## config.mk

```make
export PLATFORM = sky130hd
export DESIGN_NAME = usb_endpoint_transfer_sequencer_unit_flat
export DESIGN_NICKNAME = d
export VERILOG_FILES = /design/src/rtl/usbets_pkg.sv /design/src/rtl/usbets_in_if.sv /design/src/rtl/usbets_out_if.sv /design/src/rtl/usb_endpoint_transfer_sequencer_unit.sv /design/src/rtl/usbets_step.sv /design/src/flat_wrapper.sv
export VERILOG_INCLUDE_DIRS = /design/src /design/src/rtl
export SDC_FILE = /design/constraint.sdc
export NUM_CORES = 1
export LEC_CHECK = 0
export BUFFER_PORTS_ARGS = -buffer_cell sky130_fd_sc_hd__buf_2
export CORE_MARGIN = 2
export CORE_UTILIZATION = 45
export DETAILED_ROUTE_END_ITERATION = 8
export SLEW_MARGIN = 20
export SYNTH_ARGS = -nofsm -noshare
export SYNTH_HDL_FRONTEND = slang
export SYNTH_SLANG_ARGS = --single-unit
```

## constraint.sdc

```tcl
create_clock -name i_clk -period 23.5 [get_ports i_clk]
set_input_delay 0 -clock i_clk [delete_from_list [all_inputs] [get_ports i_clk]]
set_output_delay 0 -clock i_clk [all_outputs]
set_load 0.02 [all_outputs]
```

## src/rtl/assert_macros.svh

```systemverilog
// Assertion macros used by the RTL top level to check its own logic.
`ifndef ASSERT_MACROS_SVH
`define ASSERT_MACROS_SVH

// Property that must hold at every clock edge outside reset.
`define ASSERT_ALWAYS(label, prop, msg) \
    label: assert property (@(posedge i_clk) disable iff (!i_rst_n) (prop)) else $error(msg);

// Same-cycle implication.
`define ASSERT_IMPLIES(label, ante, cons, msg) \
    label: assert property (@(posedge i_clk) disable iff (!i_rst_n) \
        (ante) |-> (cons)) else $error(msg);

// Next-cycle implication.
`define ASSERT_NEXT(label, ante, cons, msg) \
    label: assert property (@(posedge i_clk) disable iff (!i_rst_n) \
        (ante) |=> (cons)) else $error(msg);

`endif

```

## src/rtl/usbets_pkg.sv

```systemverilog
// Types, codes and helpers of the USB endpoint transfer sequencer.
package usbets_pkg;

    typedef enum logic [2:0] {
        FUNC_OUT_RX      = 3'd0,
        FUNC_IN_DONE     = 3'd1,
        FUNC_ARM_READ    = 3'd2,
        FUNC_START_WRITE = 3'd3,
        FUNC_SEND_STATUS = 3'd4,
        FUNC_SETUP       = 3'd5
    } t_func;

    typedef enum logic [1:0] {
        COPY_NONE    = 2'd0,
        COPY_TO_USER = 2'd1,
        COPY_TO_PMA  = 2'd2
    } t_copy_dir;

    typedef enum logic [1:0] {
        STAT_NONE  = 2'd0,
        STAT_VALID = 2'd1,
        STAT_STALL = 2'd2
    } t_status;

    typedef enum logic [2:0] {
        NOTE_NONE      = 3'd0,
        NOTE_SETUP     = 3'd1,
        NOTE_OUT_DONE  = 3'd2,
        NOTE_IN_DONE   = 3'd3,
        NOTE_CTRL_DONE = 3'd4,
        NOTE_CTRL_ERR  = 3'd5
    } t_notify;

    // Endpoint-0 control stage, one-hot.
    typedef enum logic [7:0] {
        ST_WAIT_SETUP    = 8'b0000_0001,
        ST_SETTING_UP    = 8'b0000_0010,
        ST_IN_DATA       = 8'b0000_0100,
        ST_OUT_DATA      = 8'b0000_1000,
        ST_LAST_IN       = 8'b0001_0000,
        ST_WAIT_STAT_IN  = 8'b0010_0000,
        ST_WAIT_STAT_OUT = 8'b0100_0000,
        ST_STALLED       = 8'b1000_0000
    } t_stage;

    localparam logic [2:0] CODE_WAIT_SETUP    = 3'd0;
    localparam logic [2:0] CODE_SETTING_UP    = 3'd1;
    localparam logic [2:0] CODE_IN_DATA       = 3'd2;
    localparam logic [2:0] CODE_OUT_DATA      = 3'd3;
    localparam logic [2:0] CODE_LAST_IN       = 3'd4;
    localparam logic [2:0] CODE_WAIT_STAT_IN  = 3'd5;
    localparam logic [2:0] CODE_WAIT_STAT_OUT = 3'd6;
    localparam logic [2:0] CODE_STALLED       = 3'd7;

    typedef struct packed {
        t_func       func;
        logic [2:0]  endpoint;
        logic [6:0]  rx_count;
        logic [15:0] transfer_length;
    } t_in_item;

    typedef struct packed {
        t_copy_dir   copy_dir;
        logic [15:0] copy_offset;
        logic [6:0]  copy_length;
        logic        rx_count_write;
        logic [6:0]  rx_count_value;
        logic        tx_count_write;
        logic [6:0]  tx_count_value;
        t_status     rx_status;
        t_status     tx_status;
        t_notify     notify;
        logic [15:0] notify_size;
        logic [2:0]  control_state;
    } t_out_item;

    // Descriptor write-back from the step logic to the endpoint registers.
    typedef struct packed {
        logic        in_we;
        logic [15:0] in_left;
        logic [15:0] in_done;
        logic        out_we;
        logic [15:0] out_left;
        logic [15:0] out_done;
    } t_desc_upd;

    function automatic logic [2:0] stage_code(input t_stage stage);
        logic [2:0] code;
        code = CODE_WAIT_SETUP;
        unique case (stage)
            ST_WAIT_SETUP:    code = CODE_WAIT_SETUP;
            ST_SETTING_UP:    code = CODE_SETTING_UP;
            ST_IN_DATA:       code = CODE_IN_DATA;
            ST_OUT_DATA:      code = CODE_OUT_DATA;
            ST_LAST_IN:       code = CODE_LAST_IN;
            ST_WAIT_STAT_IN:  code = CODE_WAIT_STAT_IN;
            ST_WAIT_STAT_OUT: code = CODE_WAIT_STAT_OUT;
            ST_STALLED:       code = CODE_STALLED;
            default:          code = CODE_WAIT_SETUP;
        endcase
        return code;
    endfunction

endpackage

```

## src/rtl/usbets_in_if.sv

```systemverilog
// Event channel: valid/ready handshake carrying one event item.
interface usbets_in_if;
    logic                valid;
    logic                ready;
    usbets_pkg::t_in_item data;

    modport source (output valid, output data, input ready);
    modport sink   (input valid, input data, output ready);
endinterface

```

## src/rtl/usbets_out_if.sv

```systemverilog
// Result channel: valid/ready handshake carrying one result item.
interface usbets_out_if;
    logic                 valid;
    logic                 ready;
    usbets_pkg::t_out_item data;

    modport source (output valid, output data, input ready);
    modport sink   (input valid, input data, output ready);
endinterface

```

## src/rtl/usb_endpoint_transfer_sequencer_unit.sv

```systemverilog
// Top level of the USB endpoint transfer sequencer.
//
//  channel | dir | payload         | transaction
//  --------+-----+-----------------+-----------------------------------
//  i_in    | in  | t_in_item       | one endpoint event
//  o_out   | out | t_out_item      | one result per event
//
// An accepted event is held in the input register; the descriptor
// read-modify-write and stage update then happen while the result register
// loads. Throughput is one event a cycle while results are being taken.
// Reset (synchronous, active low) clears the control stage to wait for
// setup and all endpoint descriptors to zero; no clearing pass.
// A stalled result holds the result register; the input register still
// takes one more event, then i_in.ready drops until the result is taken.
`include "assert_macros.svh"

module usb_endpoint_transfer_sequencer_unit #(
    parameter int NUM_ENDPOINTS = 8,
    parameter int MAX_PACKET    = 64
) (
    input  logic          i_clk,
    input  logic          i_rst_n,
    usbets_in_if.sink     i_in,
    usbets_out_if.source  o_out
);
    import usbets_pkg::*;

    // Descriptor index width; the event field is 3 bits, zero-extended to 4.
    localparam int EpW = (NUM_ENDPOINTS > 1) ? $clog2(NUM_ENDPOINTS) : 1;

    // Input register.
    logic      r_in_valid;
    t_in_item  r_in;

    // Result register.
    logic      r_out_valid;
    t_out_item r_out;

    // Control stage and per-endpoint descriptors.
    t_stage      r_stage;
    logic [15:0] r_in_left  [NUM_ENDPOINTS];
    logic [15:0] r_in_done  [NUM_ENDPOINTS];
    logic [15:0] r_out_left [NUM_ENDPOINTS];
    logic [15:0] r_out_done [NUM_ENDPOINTS];

    logic           adv;
    logic           take;
    logic [3:0]     ep4;
    logic           ep_ok;
    logic [EpW-1:0] idx;
    t_desc_upd      upd;
    t_stage         n_stage;
    t_out_item      n_out;

    // Result register frees up when empty or drained this cycle.
    assign adv  = !r_out_valid || o_out.ready;
    assign take = r_in_valid && adv;

    assign i_in.ready  = i_rst_n && (!r_in_valid || adv);
    assign o_out.valid = r_out_valid;
    assign o_out.data  = r_out;

    // Send status always targets endpoint 0; out-of-range reads park on 0.
    assign ep4   = {1'b0, r_in.endpoint};
    assign ep_ok = {1'b0, ep4} < 5'(NUM_ENDPOINTS);
    assign idx   = ((r_in.func == FUNC_SEND_STATUS) || !ep_ok) ? '0 : ep4[EpW-1:0];

    usbets_step #(
        .MAX_PACKET (MAX_PACKET)
    ) u_step (
        .i_func     (r_in.func),
        .i_ep_ok    (ep_ok),
        .i_ep_zero  (r_in.endpoint == 3'd0),
        .i_rx_count (r_in.rx_count),
        .i_length   (r_in.transfer_length),
        .i_in_left  (r_in_left[idx]),
        .i_in_done  (r_in_done[idx]),
        .i_out_left (r_out_left[idx]),
        .i_out_done (r_out_done[idx]),
        .i_stage    (r_stage),
        .o_upd      (upd),
        .o_stage    (n_stage),
        .o_result   (n_out)
    );

    // Control state: handshake flags, stage, descriptors.
    always_ff @(posedge i_clk) begin
        if (!i_rst_n) begin
            r_in_valid  <= 1'b0;
            r_out_valid <= 1'b0;
            r_stage     <= ST_WAIT_SETUP;
            for (int e = 0; e < NUM_ENDPOINTS; e++) begin
                r_in_left[e]  <= 16'd0;
                r_in_done[e]  <= 16'd0;
                r_out_left[e] <= 16'd0;
                r_out_done[e] <= 16'd0;
            end
        end else begin
            if (i_in.valid && i_in.ready) begin
                r_in_valid <= 1'b1;
            end else if (take) begin
                r_in_valid <= 1'b0;
            end

            if (take) begin
                r_out_valid <= 1'b1;
            end else if (o_out.ready) begin
                r_out_valid <= 1'b0;
            end

            if (take) begin
                r_stage <= n_stage;
                if (upd.in_we) begin
                    r_in_left[idx] <= upd.in_left;
                    r_in_done[idx] <= upd.in_done;
                end
                if (upd.out_we) begin
                    r_out_left[idx] <= upd.out_left;
                    r_out_done[idx] <= upd.out_done;
                end
            end
        end
    end

    // Payload registers, no reset.
    always_ff @(posedge i_clk) begin
        if (i_in.valid && i_in.ready) begin
            r_in <= i_in.data;
        end
        if (take) begin
            r_out <= n_out;
        end
    end

    // Input register full behind a stalled result must back-pressure.
    `ASSERT_IMPLIES(a_backpressure, r_in_valid && r_out_valid && !o_out.ready, !i_in.ready, "input accepted while both stages are stalled")
    // A setup event always lands the control stage in setting up.
    `ASSERT_NEXT(a_setup_stage, take && (r_in.func == FUNC_SETUP), r_stage == ST_SETTING_UP, "setup did not move control stage")
    // A transmit count written never exceeds one packet.
    `ASSERT_IMPLIES(a_tx_count_max, o_out.valid && o_out.data.tx_count_write, o_out.data.tx_count_value <= 7'(MAX_PACKET), "tx count above packet size")

endmodule

```

## src/rtl/usbets_step.sv

```systemverilog
// Per-event step logic: descriptor update, control stage and result item.
module usbets_step #(
    parameter int MAX_PACKET = 64
) (
    input  usbets_pkg::t_func     i_func,
    input  logic                  i_ep_ok,
    input  logic                  i_ep_zero,
    input  logic [6:0]            i_rx_count,
    input  logic [15:0]           i_length,
    input  logic [15:0]           i_in_left,
    input  logic [15:0]           i_in_done,
    input  logic [15:0]           i_out_left,
    input  logic [15:0]           i_out_done,
    input  usbets_pkg::t_stage    i_stage,
    output usbets_pkg::t_desc_upd o_upd,
    output usbets_pkg::t_stage    o_stage,
    output usbets_pkg::t_out_item o_result
);
    import usbets_pkg::*;

    localparam logic [6:0]  MaxPkt7  = 7'(MAX_PACKET);
    localparam logic [15:0] MaxPkt16 = 16'(MAX_PACKET);

    // Bytes of the next packet out of a remaining count.
    function automatic logic [6:0] pkt_of(input logic [15:0] left);
        return (left >= MaxPkt16) ? MaxPkt7 : left[6:0];
    endfunction

    logic [6:0]  size;
    logic [15:0] size16;
    logic [15:0] out_left_n;
    logic [15:0] out_done_n;
    t_out_item   res;

    always_comb begin
        size = (i_rx_count > MaxPkt7) ? MaxPkt7 : i_rx_count;
        if (i_func == FUNC_IN_DONE) begin
            size = pkt_of(i_in_left);
        end else if (i_func == FUNC_START_WRITE) begin
            size = pkt_of(i_length);
        end
        size16     = {9'd0, size};
        out_left_n = (i_out_left > size16) ? (i_out_left - size16) : 16'd0;
        out_done_n = i_out_done + size16;
    end

    always_comb begin
        res               = '0;
        res.copy_dir      = COPY_NONE;
        res.rx_status     = STAT_NONE;
        res.tx_status     = STAT_NONE;
        res.notify        = NOTE_NONE;
        o_upd             = '0;
        o_stage           = i_stage;

        priority case (1'b1)
            (i_func == FUNC_OUT_RX) && i_ep_ok: begin
                res.copy_dir    = COPY_TO_USER;
                res.copy_offset = i_out_done;
                res.copy_length = size;
                o_upd.out_we    = 1'b1;
                o_upd.out_left  = out_left_n;
                o_upd.out_done  = out_done_n;
                if ((out_left_n != 16'd0) && (size == MaxPkt7)) begin
                    res.rx_count_write = 1'b1;
                    res.rx_count_value = pkt_of(out_left_n);
                    res.rx_status      = STAT_VALID;
                end else if (i_ep_zero) begin
                    if (i_stage == ST_WAIT_STAT_OUT) begin
                        o_stage            = ST_STALLED;
                        res.rx_count_write = 1'b1;
                        res.rx_count_value = MaxPkt7;
                        res.rx_status      = STAT_STALL;
                        res.tx_status      = STAT_STALL;
                    end else if (i_stage == ST_OUT_DATA) begin
                        o_stage            = ST_WAIT_STAT_IN;
                        res.tx_count_write = 1'b1;
                        res.tx_status      = STAT_VALID;
                    end else begin
                        res.notify = NOTE_CTRL_ERR;
                    end
                end else begin
                    res.notify      = NOTE_OUT_DONE;
                    res.notify_size = out_done_n;
                end
            end
            (i_func == FUNC_IN_DONE) && i_ep_ok: begin
                if (i_in_left == 16'd0) begin
                    if (i_ep_zero) begin
                        if (i_stage == ST_IN_DATA) begin
                            o_stage            = ST_LAST_IN;
                            res.tx_count_write = 1'b1;
                            res.tx_status      = STAT_VALID;
                        end else if (i_stage == ST_LAST_IN) begin
                            o_stage       = ST_WAIT_STAT_OUT;
                            res.tx_status = STAT_STALL;
                        end else if (i_stage == ST_WAIT_STAT_IN) begin
                            o_stage            = ST_STALLED;
                            res.rx_count_write = 1'b1;
                            res.rx_count_value = MaxPkt7;
                            res.rx_status      = STAT_STALL;
                            res.tx_status      = STAT_STALL;
                            res.notify         = NOTE_CTRL_DONE;
                        end else begin
                            res.tx_status = STAT_STALL;
                            res.notify    = NOTE_CTRL_ERR;
                        end
                    end else begin
                        res.notify      = NOTE_IN_DONE;
                        res.notify_size = i_in_done;
                    end
                end else begin
                    if (i_ep_zero) begin
                        o_stage       = (i_in_left >= MaxPkt16) ? ST_IN_DATA : ST_LAST_IN;
                        res.rx_status = STAT_VALID;
                    end
                    res.copy_dir       = COPY_TO_PMA;
                    res.copy_offset    = i_in_done;
                    res.copy_length    = size;
                    o_upd.in_we        = 1'b1;
                    o_upd.in_left      = i_in_left - size16;
                    o_upd.in_done      = i_in_done + size16;
                    res.tx_count_write = 1'b1;
                    res.tx_count_value = size;
                    res.tx_status      = STAT_VALID;
                end
            end
            (i_func == FUNC_ARM_READ) && i_ep_ok: begin
                o_upd.out_we       = 1'b1;
                o_upd.out_left     = i_length;
                o_upd.out_done     = 16'd0;
                if (i_ep_zero) begin
                    o_stage = ST_OUT_DATA;
                end
                res.rx_count_write = 1'b1;
                res.rx_count_value = pkt_of(i_length);
                res.rx_status      = STAT_VALID;
            end
            (i_func == FUNC_START_WRITE) && i_ep_ok: begin
                if (i_ep_zero) begin
                    if (i_length == 16'd0) begin
                        o_stage = ST_WAIT_STAT_IN;
                    end else if (i_length >= MaxPkt16) begin
                        o_stage = ST_IN_DATA;
                    end else begin
                        o_stage = ST_LAST_IN;
                    end
                    res.rx_status = STAT_VALID;
                end
                o_upd.in_we   = 1'b1;
                o_upd.in_left = i_length - size16;
                o_upd.in_done = size16;
                if (size != 7'd0) begin
                    res.copy_dir    = COPY_TO_PMA;
                    res.copy_length = size;
                end
                res.tx_count_write = 1'b1;
                res.tx_count_value = size;
                res.tx_status      = STAT_VALID;
            end
            i_func == FUNC_SEND_STATUS: begin
                o_stage            = ST_WAIT_STAT_IN;
                o_upd.in_we        = 1'b1;
                res.tx_count_write = 1'b1;
                res.tx_status      = STAT_VALID;
            end
            i_func == FUNC_SETUP: begin
                o_stage    = ST_SETTING_UP;
                res.notify = NOTE_SETUP;
            end
            default: begin
                // unused code or endpoint out of range: no action
            end
        endcase

        res.control_state = stage_code(o_stage);
        o_result          = res;
    end

endmodule

```

## src/flat_wrapper.sv

```systemverilog
// flat-port wrapper written by rule: the top's interface ports become plain ports
module usb_endpoint_transfer_sequencer_unit_flat import usbets_pkg::*;
#(
    parameter int NUM_ENDPOINTS = 8,
    parameter int MAX_PACKET    = 64
)
  (i_clk, i_rst_n, i_in_valid, i_in_data, i_in_ready, o_out_valid, o_out_data, o_out_ready);
  usbets_in_if i_in_i ();
  usbets_out_if o_out_i ();
  input  logic i_clk;
  input  logic i_rst_n;
  input wire logic [$bits(i_in_i.valid)-1:0] i_in_valid;
  input wire logic [$bits(i_in_i.data)-1:0] i_in_data;
  output wire logic [$bits(i_in_i.ready)-1:0] i_in_ready;
  output wire logic [$bits(o_out_i.valid)-1:0] o_out_valid;
  output wire logic [$bits(o_out_i.data)-1:0] o_out_data;
  input wire logic [$bits(o_out_i.ready)-1:0] o_out_ready;
  assign i_in_i.valid = i_in_valid;
  assign i_in_i.data = i_in_data;
  assign i_in_ready = i_in_i.ready;
  assign o_out_valid = o_out_i.valid;
  assign o_out_data = o_out_i.data;
  assign o_out_i.ready = o_out_ready;
  usb_endpoint_transfer_sequencer_unit #(.NUM_ENDPOINTS(NUM_ENDPOINTS), .MAX_PACKET(MAX_PACKET)) u_core (.i_clk(i_clk), .i_rst_n(i_rst_n), .i_in(i_in_i), .o_out(o_out_i));
endmodule
```

Word-level counts from Yosys, hierarchy flattened
Memories as Yosys holds them, arrays and structs flattened.
Cells that the tools add are included.
{"block": "word_totals", "reg_bits": 106, "mem_bits_rw": 512, "in_bits": 33, "out_inout_bits": 69, "wordCells": 220, "n_memories": 4}
{"memory": "u_core.r_in_done", "depth": 8, "width": 16, "read_ports": 1, "rd_clocked_by_memory_dff": 0, "wr": 8, "line": "usb_endpoint_transfer_sequencer_unit.sv:42", "text": "logic [15:0] r_in_done [NUM_ENDPOINTS];"}
{"memory": "u_core.r_in_left", "depth": 8, "width": 16, "read_ports": 1, "rd_clocked_by_memory_dff": 0, "wr": 8, "line": "usb_endpoint_transfer_sequencer_unit.sv:41", "text": "logic [15:0] r_in_left [NUM_ENDPOINTS];"}
{"memory": "u_core.r_out_done", "depth": 8, "width": 16, "read_ports": 1, "rd_clocked_by_memory_dff": 0, "wr": 8, "line": "usb_endpoint_transfer_sequencer_unit.sv:44", "text": "logic [15:0] r_out_done [NUM_ENDPOINTS];"}
{"memory": "u_core.r_out_left", "depth": 8, "width": 16, "read_ports": 1, "rd_clocked_by_memory_dff": 0, "wr": 8, "line": "usb_endpoint_transfer_sequencer_unit.sv:43", "text": "logic [15:0] r_out_left [NUM_ENDPOINTS];"}
{"block": "op_classes", "addsub": 5, "order_cmp": 6, "eq_ne": 18, "mux": 142, "n_reduce_logical": 26}
{"operator": "$mux W8", "n": 27}
{"operator": "$mux W16", "n": 11}
{"operator": "$mux W33", "n": 4}
{"operator": "$mux W32", "n": 4}
{"operator": "$mux W7", "n": 15}
{"operator": "$reduce_or A16 Y1", "n": 4}
{"operator": "$ge A16 B7 Y1 const B", "n": 3}
{"operator": "$sub A16 B7 Y16", "n": 3}
{"operator": "$mux W1", "n": 40}
{"operator": "$mux W3", "n": 13}
{"operator": "$add A16 B7 Y16", "n": 2}
{"operator": "$logic_not A16 Y1", "n": 2}
{"operator": "$mux W2", "n": 16}
{"operator": "$mux W25", "n": 1}
{"operator": "$mux W21", "n": 1}
{"operator": "$pmux W3 S7", "n": 1}
{"operator": "$mux W19", "n": 1}
{"operator": "$mux W9", "n": 2}
{"operator": "$eq A8 B3 Y1 const B", "n": 2}
{"operator": "$eq A8 B4 Y1 const B", "n": 2}
{"operator": "$eq A8 B5 Y1 const B", "n": 2}
{"operator": "$eq A8 B6 Y1 const B", "n": 2}
{"operator": "$eq A8 B7 Y1 const B", "n": 2}
{"operator": "$gt A16 B7 Y1", "n": 1}
{"operator": "18 further kinds", "n": 36}

Logic depth before layout (Yosys ltp)
Gate-level depths: netlist (run 1).
An unclocked memory read counts as a cell.
{"block": "depth", "ltp_word": 18, "ltp_mapped": 31, "ltp_nobuf": 24}

By module
A second synthesis (run 1) with hierarchy kept.
{"block": "hier_totals", "hier_cells": 2440, "area_unflattened_um2": 30835.8}
{"module": "usb_endpoint_transfer_sequencer_unit", "n_inst": 1, "cells_per_inst": 1724, "area_per_inst_um2": 26305.2, "seq_area_each_um2": 18457.7}
{"module": "usbets_step", "n_inst": 1, "cells_per_inst": 716, "area_per_inst_um2": 4530.6, "seq_area_each_um2": 0.0}

Worst setup path after synthesis (run 1)
Ideal clock, no wire load.
{"block": "synth_path", "path_kind": "reg-to-reg", "from": "register u_core.r_in (netlist bit u_core.ep4[0])", "to": "register u_core.r_out (netlist bit u_core.o_out.data[0]) (data pin)", "setup_time_ns": 0.266, "t_arrival_ns": 7.963, "required_ns": 23.234, "setup_slack_ns": 15.271, "stages_incl_launch_ff": 32, "path_buffers": 13, "synth_period_minus_slack_ns": 8.229, "cell_sequence": "edfxtp_1 > buf_2 > buf_2 > buf_2 > buf_2 > buf_2 > buf_2 > buf_2 > buf_2 > buf_1 > clkbuf_1 > buf_1 > buf_1 > clkbuf_1 > nor2_1 > a22o_1 > a211oi_1 > ha_1 > inv_1 > ha_1 > nor2b_1 > nand2_1 > nor4_1 > a2111oi_2 > nor3_4 > a311oi_1 > or4_1 > or4_4 > o31a_1 > o311ai_2 > or4_1 > a31oi_1"}
{"item": "start: declaration", "line": "usb_endpoint_transfer_sequencer_unit.sv:33", "text": "t_in_item r_in;"}
{"item": "start signal: assignment", "line": "usb_endpoint_transfer_sequencer_unit.sv:128", "text": "r_in <= i_in.data;"}
{"item": "end signal: assignment", "line": "usb_endpoint_transfer_sequencer_unit.sv:131", "text": "r_out <= n_out;"}
{"item": "end: declaration", "line": "usb_endpoint_transfer_sequencer_unit.sv:37", "text": "t_out_item r_out;"}

==> impl_metrics.tcl, run 1 <==
set metrics [dict create \
    layout_worst_path_cycle_share_pct 38.9 \
    skew_ns 0.0234 \
    total_track_usage_pct 28.3 \
    number_of_levels_the_h_tree_was_split_into 3 \
    clk-insertion-delay-late_ns 0.62 \
    post-cts-setup-buffers 0 \
    max_slew.worst_pin.slew_ns 1.15 \
    n_antenna_cell 0 \
    finalPower_uw 2600 \
    final_report_setup_violation_count 0 \
    rsz0062_at_grt "no" \
    critPathBufInv 4 \
    timing.critical_path.fanout_max 55 \
    routed_wirelength_mm 95.4 \
    synth.distinct_cells 95 \
    placed_cells 3376 \
    post_drt_wl_per_cell_um 27.0 \
    nets 2678 \
    drt_pass1_iterations 6 \
    clk_root_buffer_cell "sky130_fd_sc_hd__clkbuf_16" \
    place_area_um2 30800 \
    cp_slowest_cell "sky130_fd_sc_hd__buf_4" \
    ant_nets 0 \
    syn_area_um2 29300 \
    drt-initial-drc-count 2716 \
    holdCritStartpoint "i_in_data[21]" \
    crit_arrival_ns 9.55 \
    initial_antenna_violation_count 3 \
    drv_slew 0 \
    rr_startpoint "u_core.ep4[0]$_DFFE_PP_" \
    outcome "completed" \
    gp_congestion 0.941 \
    wire_length_of_the_first_global_routing_pass_mm 140 \
    worstSetupEndpointType "flip-flop" \
    grt_overflow 0 \
    post_layout_nonfiller_instances 3528 \
    synth_sequential_area_ratio_pct 62.8 \
    port-buffer-count 101 \
    drc_errors 0 \
    clockBufferDepth 3 \
    fmax_mhz 109 \
    syn_inst 2507 \
    clkSlewWorstSetupHoldPaths_ns 0.07 \
    totalNegativeSetupSlack_ns 0 \
    die_x_um 259 \
    clkSinkCount 617 \
    layout_cells_sized_above_1_pct 14.3 \
    cp_data_required_time_ns 23.91 \
    cp-startpoint "u_core.ep4[0]$_DFFE_PP_" \
    placementRows 93 \
    crit_family "simple AND/OR/NAND/NOR gates" \
    synth.ff_latch_count 617 \
    max_stage_delay_ns 0.87 \
    synthesis.nets 2561 \
    initial_utilization_pct 45.5 \
    post-route-cell-area_um2 33400 \
    finish.utilization_pct 51.8 \
    yosysWarningCount 0 \
    post_synth_main_area_contributors "sky130_fd_sc_hd__edfxtp_1, sky130_fd_sc_hd__nor2_1, sky130_fd_sc_hd__nand2_1, sky130_fd_sc_hd__mux2i_1, sky130_fd_sc_hd__mux2_2" \
    via_count 21600 \
    die_area_um2 67200 \
    ffs_w_async_s_r_synth_pct 0 \
    first_global_vias 20800 \
    vdd_drop_max_mv 0.0595 \
    num_cts_buffers 68 \
    crit_path_cell_trace "buf_4 > buf_4 > mux4_2 > a222oi_1 > a21boi_0 > nand4_2 > or4_1 > nor2_1 > nor2_1 > inv_1 > ha_1 > inv_1 > ha_1 > nor2b_1 > nand2_1 > nor4_1 > a2111oi_2 > nor3_4 > a311oi_1 > or4_1 > or4_4 > o31ai_4 > nand2_1 > o21ai_0" \
    maxCapViolations 0 \
    synthDominantCellAreaShare_pct 62.1 \
    power_density_nw_per_um2 77.9 \
    hold_path.class "in2reg" \
    main_synth_ff_type "sky130_fd_sc_hd__edfxtp_1" \
    syn_avg_cell_area_um2 11.7 \
    number_of_synthesized_flops_with_an_enable_pin 607 \
    dp_hpwl_mm 61.7 \
    maximum_number_of_pins_on_one_net_before_global_route_repair 56 \
    p_leak_uw 0.0116 \
    synthToLayoutAreaGrowth_pct 13.9 \
    timing.max_slew.rel_slack_pct 23.4 \
    start_kind "flip-flop" \
    final_critical_path_time_including_i_o_delays_and_setup_ns 9.14 \
    final-hold-violation-count 0 \
    core_area_um2 64500 \
    yosysTopAreaCell "sky130_fd_sc_hd__edfxtp_1" \
    die_h_um 259 \
    tritoncts "yes" \
    ioPinCount 102 \
    detail_route.vias_per_cell 6.11 \
    critical_path_class "reg2reg" \
]
-- cell families (layout without fill, tap and decap cells) --
| group | count (synthesis) | count (layout) | synth area share (%) |
|---|---|---|---|
| multiplexers | 145 | 145 | 6.00 |
| buffers and inverters | 201 | 367 | 2.73 |
| flip-flops | 617 | 617 | 62.8 |
| AND/OR/NAND/NOR | 1052 | 1052 | 15.6 |
| AO/OA/AOI/OAI | 394 | 394 | 9.58 |
| XOR/XNOR | 67 | 67 | 2.00 |
| adder cells (fa/ha/maj) | 31 | 31 | 1.29 |
-- metrics by stage --
stage	hold slack (ns)	setup WS [ns]
2_1_floorplan	0.0989	15.27
3_3_place_gp	0.177	14.64
3_5_place_dp	0.178	14.44
4_1_cts	0.0661	14.41
5_1_grt	0.0814	13.77
6_report	0.0914	14.36
-- cells in the mapped netlist, drive strengths merged, types with 7 or more instances --
cell	n
or2	10
mux4	19
xnor2	43
and2	18
a22oi	31
o211ai	9
xor2	24
nand2	218
clkbuf	121
dfxtp	10
a21oi	57
mux2	57
nor3	35
buf	32
maj3	10
or3	17
o2bb2ai	17
inv	48
nand3	60
nand2b	13
o22ai	44
nor4	17
ha	19
a21o	8
or4	14
nand4	13
a211oi	19
edfxtp	607
o21ai	67
nor2	592
nor2b	10
o221ai	27
a31oi	17
a221oi	23
nor3b	7
o31ai	8
and3	11
mux2i	69
-- final timing paths --
check                                         end  slack (ns)  cells after the start
setup / recovery  u_core.o_out.data[20]$_DFFE_PP_       14.36                     24
setup reg to reg  u_core.o_out.data[20]$_DFFE_PP_       14.36                     24
hold reg to reg    u_core.r_stage[0]$_SDFFE_PN1P_        0.51                      2
hold / removal          u_core.r_in[21]$_DFFE_PP_        0.09                      2
-- final cells by class --
class / instances / area [um2]
Timing Repair Buffer: 200 / 1320
Clock inverter: 36 / 439
Multi-Input combinational cell: 1689 / 10100
Inverter: 48 / 186
Clock buffer: 83 / 1810
Tap cell: 855 / 1070
Sequential cell: 617 / 18400
Fill cell: 5690 / 31100
-- sequential cells by signal, summed over array words and instances, names as in the netlist --
name / count
u_core.r_in_valid: 1
u_core.r_in_done: 128
u_core.r_in_left: 128
u_core.ep4: 3
u_core.r_out_left: 128
u_core.r_out_done: 128
u_core.r_in: 26
u_core.r_stage: 8
u_core.o_out.data: 66
u_core.o_out.valid: 1
-- cell usage in the layout (no fill, tap or decap), types with 31 or more instances in the layout --
cell type                       netlist  layout
sky130_fd_sc_hd__a21oi_1             56      56
sky130_fd_sc_hd__a22oi_1             31      31
sky130_fd_sc_hd__buf_2               12     102
sky130_fd_sc_hd__buf_4                1      65
sky130_fd_sc_hd__clkbuf_16            0      70
sky130_fd_sc_hd__dlygate4sd3_1        0      32
sky130_fd_sc_hd__edfxtp_1           607     607
sky130_fd_sc_hd__inv_1               47      46
sky130_fd_sc_hd__mux2_2              57      57
sky130_fd_sc_hd__mux2i_1             69      69
sky130_fd_sc_hd__nand2_1            218     215
sky130_fd_sc_hd__nand3_1             60      59
sky130_fd_sc_hd__nor2_1             592     587
sky130_fd_sc_hd__nor3_1              33      32
sky130_fd_sc_hd__o21ai_0             63      63
sky130_fd_sc_hd__o22ai_1             44      44
sky130_fd_sc_hd__xnor2_1             43      43
-- timing repair --
action	in CTS	in global routing
gates resized for setup	0	0
setup endpoints to repair	0	0
hold buffers	32	0
hold endpoints to repair	31	0
-- report_power, final --
| group | leakage (uW) | internal [uW] | switching [uW] |
|---|---|---|---|
| clock | 0.00110 | 649 | 442 |
| combinational | 0.00425 | 76.2 | 171 |
| sequential | 0.00630 | 1250 | 17.3 |
-- layer usage --
metal  part of all wire [%]  GRT usage [%]
met1                     41           39.8
met2                     47           44.8
met3                    9.2           5.61
met4                    3.0           8.38
met5                      0              0
(Power assumes the default switching activity.)
==> run 2, diff against run 1 <==
==> constraint.sdc (replaced) <==
create_clock -name i_clk -period 8.5 [get_ports i_clk]
set_input_delay 0 -clock i_clk [delete_from_list [all_inputs] [get_ports i_clk]]
set_output_delay 0 -clock i_clk [all_outputs]
set_load 0.02 [all_outputs]
==> run 2 against run 1 <==
Total power increased to 2.7 times the previous value. Largest power group unchanged. Sequential power grew to 2.8 times the previous value. Sequential cell count unchanged. Wire length fell by 0.93%. Register-to-register slack lost 14 ns. Worst setup slack worse by 14 ns.
==> impl_metrics.tcl, run 2 (synthesis results as in run 1) <==
set metrics [dict create \
    final-hold-violation-count 0 \
    fmax_mhz 126 \
    clk-insertion-delay-late_ns 0.62 \
    outcome "completed" \
    post_layout_nonfiller_instances 3538 \
    port-buffer-count 101 \
    placed_cells 3391 \
    post-cts-setup-buffers 0 \
    worstSetupEndpointType "flip-flop" \
    rr_startpoint "u_core.r_in[26]$_DFFE_PP_" \
    wire_length_of_the_first_global_routing_pass_mm 138 \
    placementRows 93 \
    hold_path.class "in2reg" \
    gp_congestion 0.983 \
    rrSetupSlack_ns 0.56 \
    synthToLayoutAreaGrowth_pct 13.4 \
    post_drt_wl_per_cell_um 26.7 \
    die_h_um 259 \
    drv_slew 0 \
    start_kind "flip-flop" \
    initial_antenna_violation_count 0 \
    timing.max_slew.rel_slack_pct 23.1 \
    drt-initial-drc-count 2482 \
    maximum_number_of_pins_on_one_net_before_global_route_repair 94 \
    cp_slowest_cell "sky130_fd_sc_hd__or3b_2" \
    layout.cells.most_common "sky130_fd_sc_hd__edfxtp_1" \
    clkSlewWorstSetupHoldPaths_ns 0.06 \
    critical_path_class "reg2reg" \
    finalPower_uw 6890 \
    p_leak_uw 0.0116 \
    clockBufferDepth 3 \
    timing.critical_path.fanout_max 19 \
    power_density_nw_per_um2 207 \
    clk_root_buffer_cell "sky130_fd_sc_hd__clkbuf_16" \
    max_slew.worst_pin.slew_ns 1.15 \
    worstReg2RegEnd "u_core.o_out.data[0]$_DFFE_PP_" \
    ioPinCount 102 \
    routed_wirelength_mm 94.5 \
    layout.cells.most_common_list "sky130_fd_sc_hd__edfxtp_1, sky130_fd_sc_hd__nor2_1, sky130_fd_sc_hd__nand2_1" \
    core_area_um2 64500 \
    holdWs_ns 0.0627 \
    num_cts_buffers 67 \
    die_area_um2 67200 \
    final_critical_path_time_including_i_o_delays_and_setup_ns 7.94 \
    layout_worst_path_cycle_share_pct 93.4 \
    finish.utilization_pct 51.6 \
    nets 2691 \
    cp_data_required_time_ns 8.95 \
    number_of_levels_the_h_tree_was_split_into 3 \
    layout_cells_sized_above_1_pct 14.4 \
    crit_path_capture "u_core.o_out.data[0]$_DFFE_PP_" \
    dp_hpwl_mm 63.0 \
    max_stage_delay_ns 0.73 \
    skew_ns 0.0291 \
    detail_route.vias_per_cell 6.08 \
    drt_pass1_iterations 8 \
    drc_errors 0 \
    worstRegToRegCells 25 \
    tritoncts "yes" \
    die_x_um 259 \
    ant_nets 0 \
    crit_arrival_ns 8.39 \
    cp-startpoint "u_core.r_in[26]$_DFFE_PP_" \
    totalNegativeSetupSlack_ns 0 \
    clkSinkCount 617 \
    via_count 21500 \
    fillCellCount 5719 \
    maxCapViolations 0 \
    grt_overflow 0 \
    rsz0062_at_grt "no" \
    total_track_usage_pct 28.0 \
    initial_utilization_pct 45.5 \
    final_report_setup_violation_count 0 \
    vdd_drop_max_mv 0.168 \
    first_global_vias 20700 \
]
## run 2: what timing repair did
item | 4_1_cts | 5_1_grt
hold endpoints to repair | 31 | 0
hold buffers | 32 | 0
setup endpoints to repair | 0 | 17
resized for setup | 0 | 2
## run 2: area by class of cell
cell class | count | area (um2) | share of cell area, %
Multi-Input combinational cell | 1689 | 10100 | 30.5
Tap cell | 855 | 1070 | 3.22
Antenna cell | 1 | 2.50 | 0.00752
Clock inverter | 27 | 199 | 0.598
Timing Repair Buffer | 214 | 1450 | 4.35
Inverter | 48 | 186 | 0.560
Sequential cell | 617 | 18400 | 55.4
Clock buffer | 87 | 1800 | 5.42
## run 2: critical path, delay by kind of cell, from the launching register on
kind | cells | cell delay, ns
compound gates | 6 | 1.60
fa+ha+maj | 2 | 0.42
buf+inv | 3 | 0.49
flops | 1 | 0.59
simple gates | 14 | 4.67
## run 2: power breakdown
group | internal (uW) | total (uW) | switching [uW] | leakage, uW
registers | 3440 | 3490 | 49.8 | 0.00630
logic | 216 | 690 | 475 | 0.00432
clock network | 1530 | 2710 | 1180 | 0.000971
## run 2: metal layers
metal / track usage [%] / part of all wire (%)
met1: 39.9 / 43
met2: 43.4 / 46
met3: 4.96 / 8.5
met4: 9.36 / 2.9
met5: 0 / 0
## run 2: per-stage QoR
stage | instance area (um2) | setup slack [ns]
finish | 33300 | 0.562
global route | 33300 | 0.236
CTS | 33300 | 0.469
detailed placement | 30900 | 0.501
global placement | 30900 | 0.696
floorplan | 29300 | 0.271
## run 2: worst min path at each step
stage | start | to | cells after the start
after floorplan | i_in_data[23] | u_core.ep4[0]$_DFFE_PP_ | 0
after global placement | i_in_data[20] | u_core.r_in[20]$_DFFE_PP_ | 1
after detailed placement | i_in_data[2] | u_core.r_in[2]$_DFFE_PP_ | 1
after CTS | i_rst_n | u_core.r_out_left[7][0]$_SDFFCE_PN0P_ | 2
after global routing | i_rst_n | u_core.r_out_left[2][0]$_SDFFCE_PN0P_ | 2
final | i_rst_n | u_core.r_out_left[7][0]$_SDFFCE_PN0P_ | 2
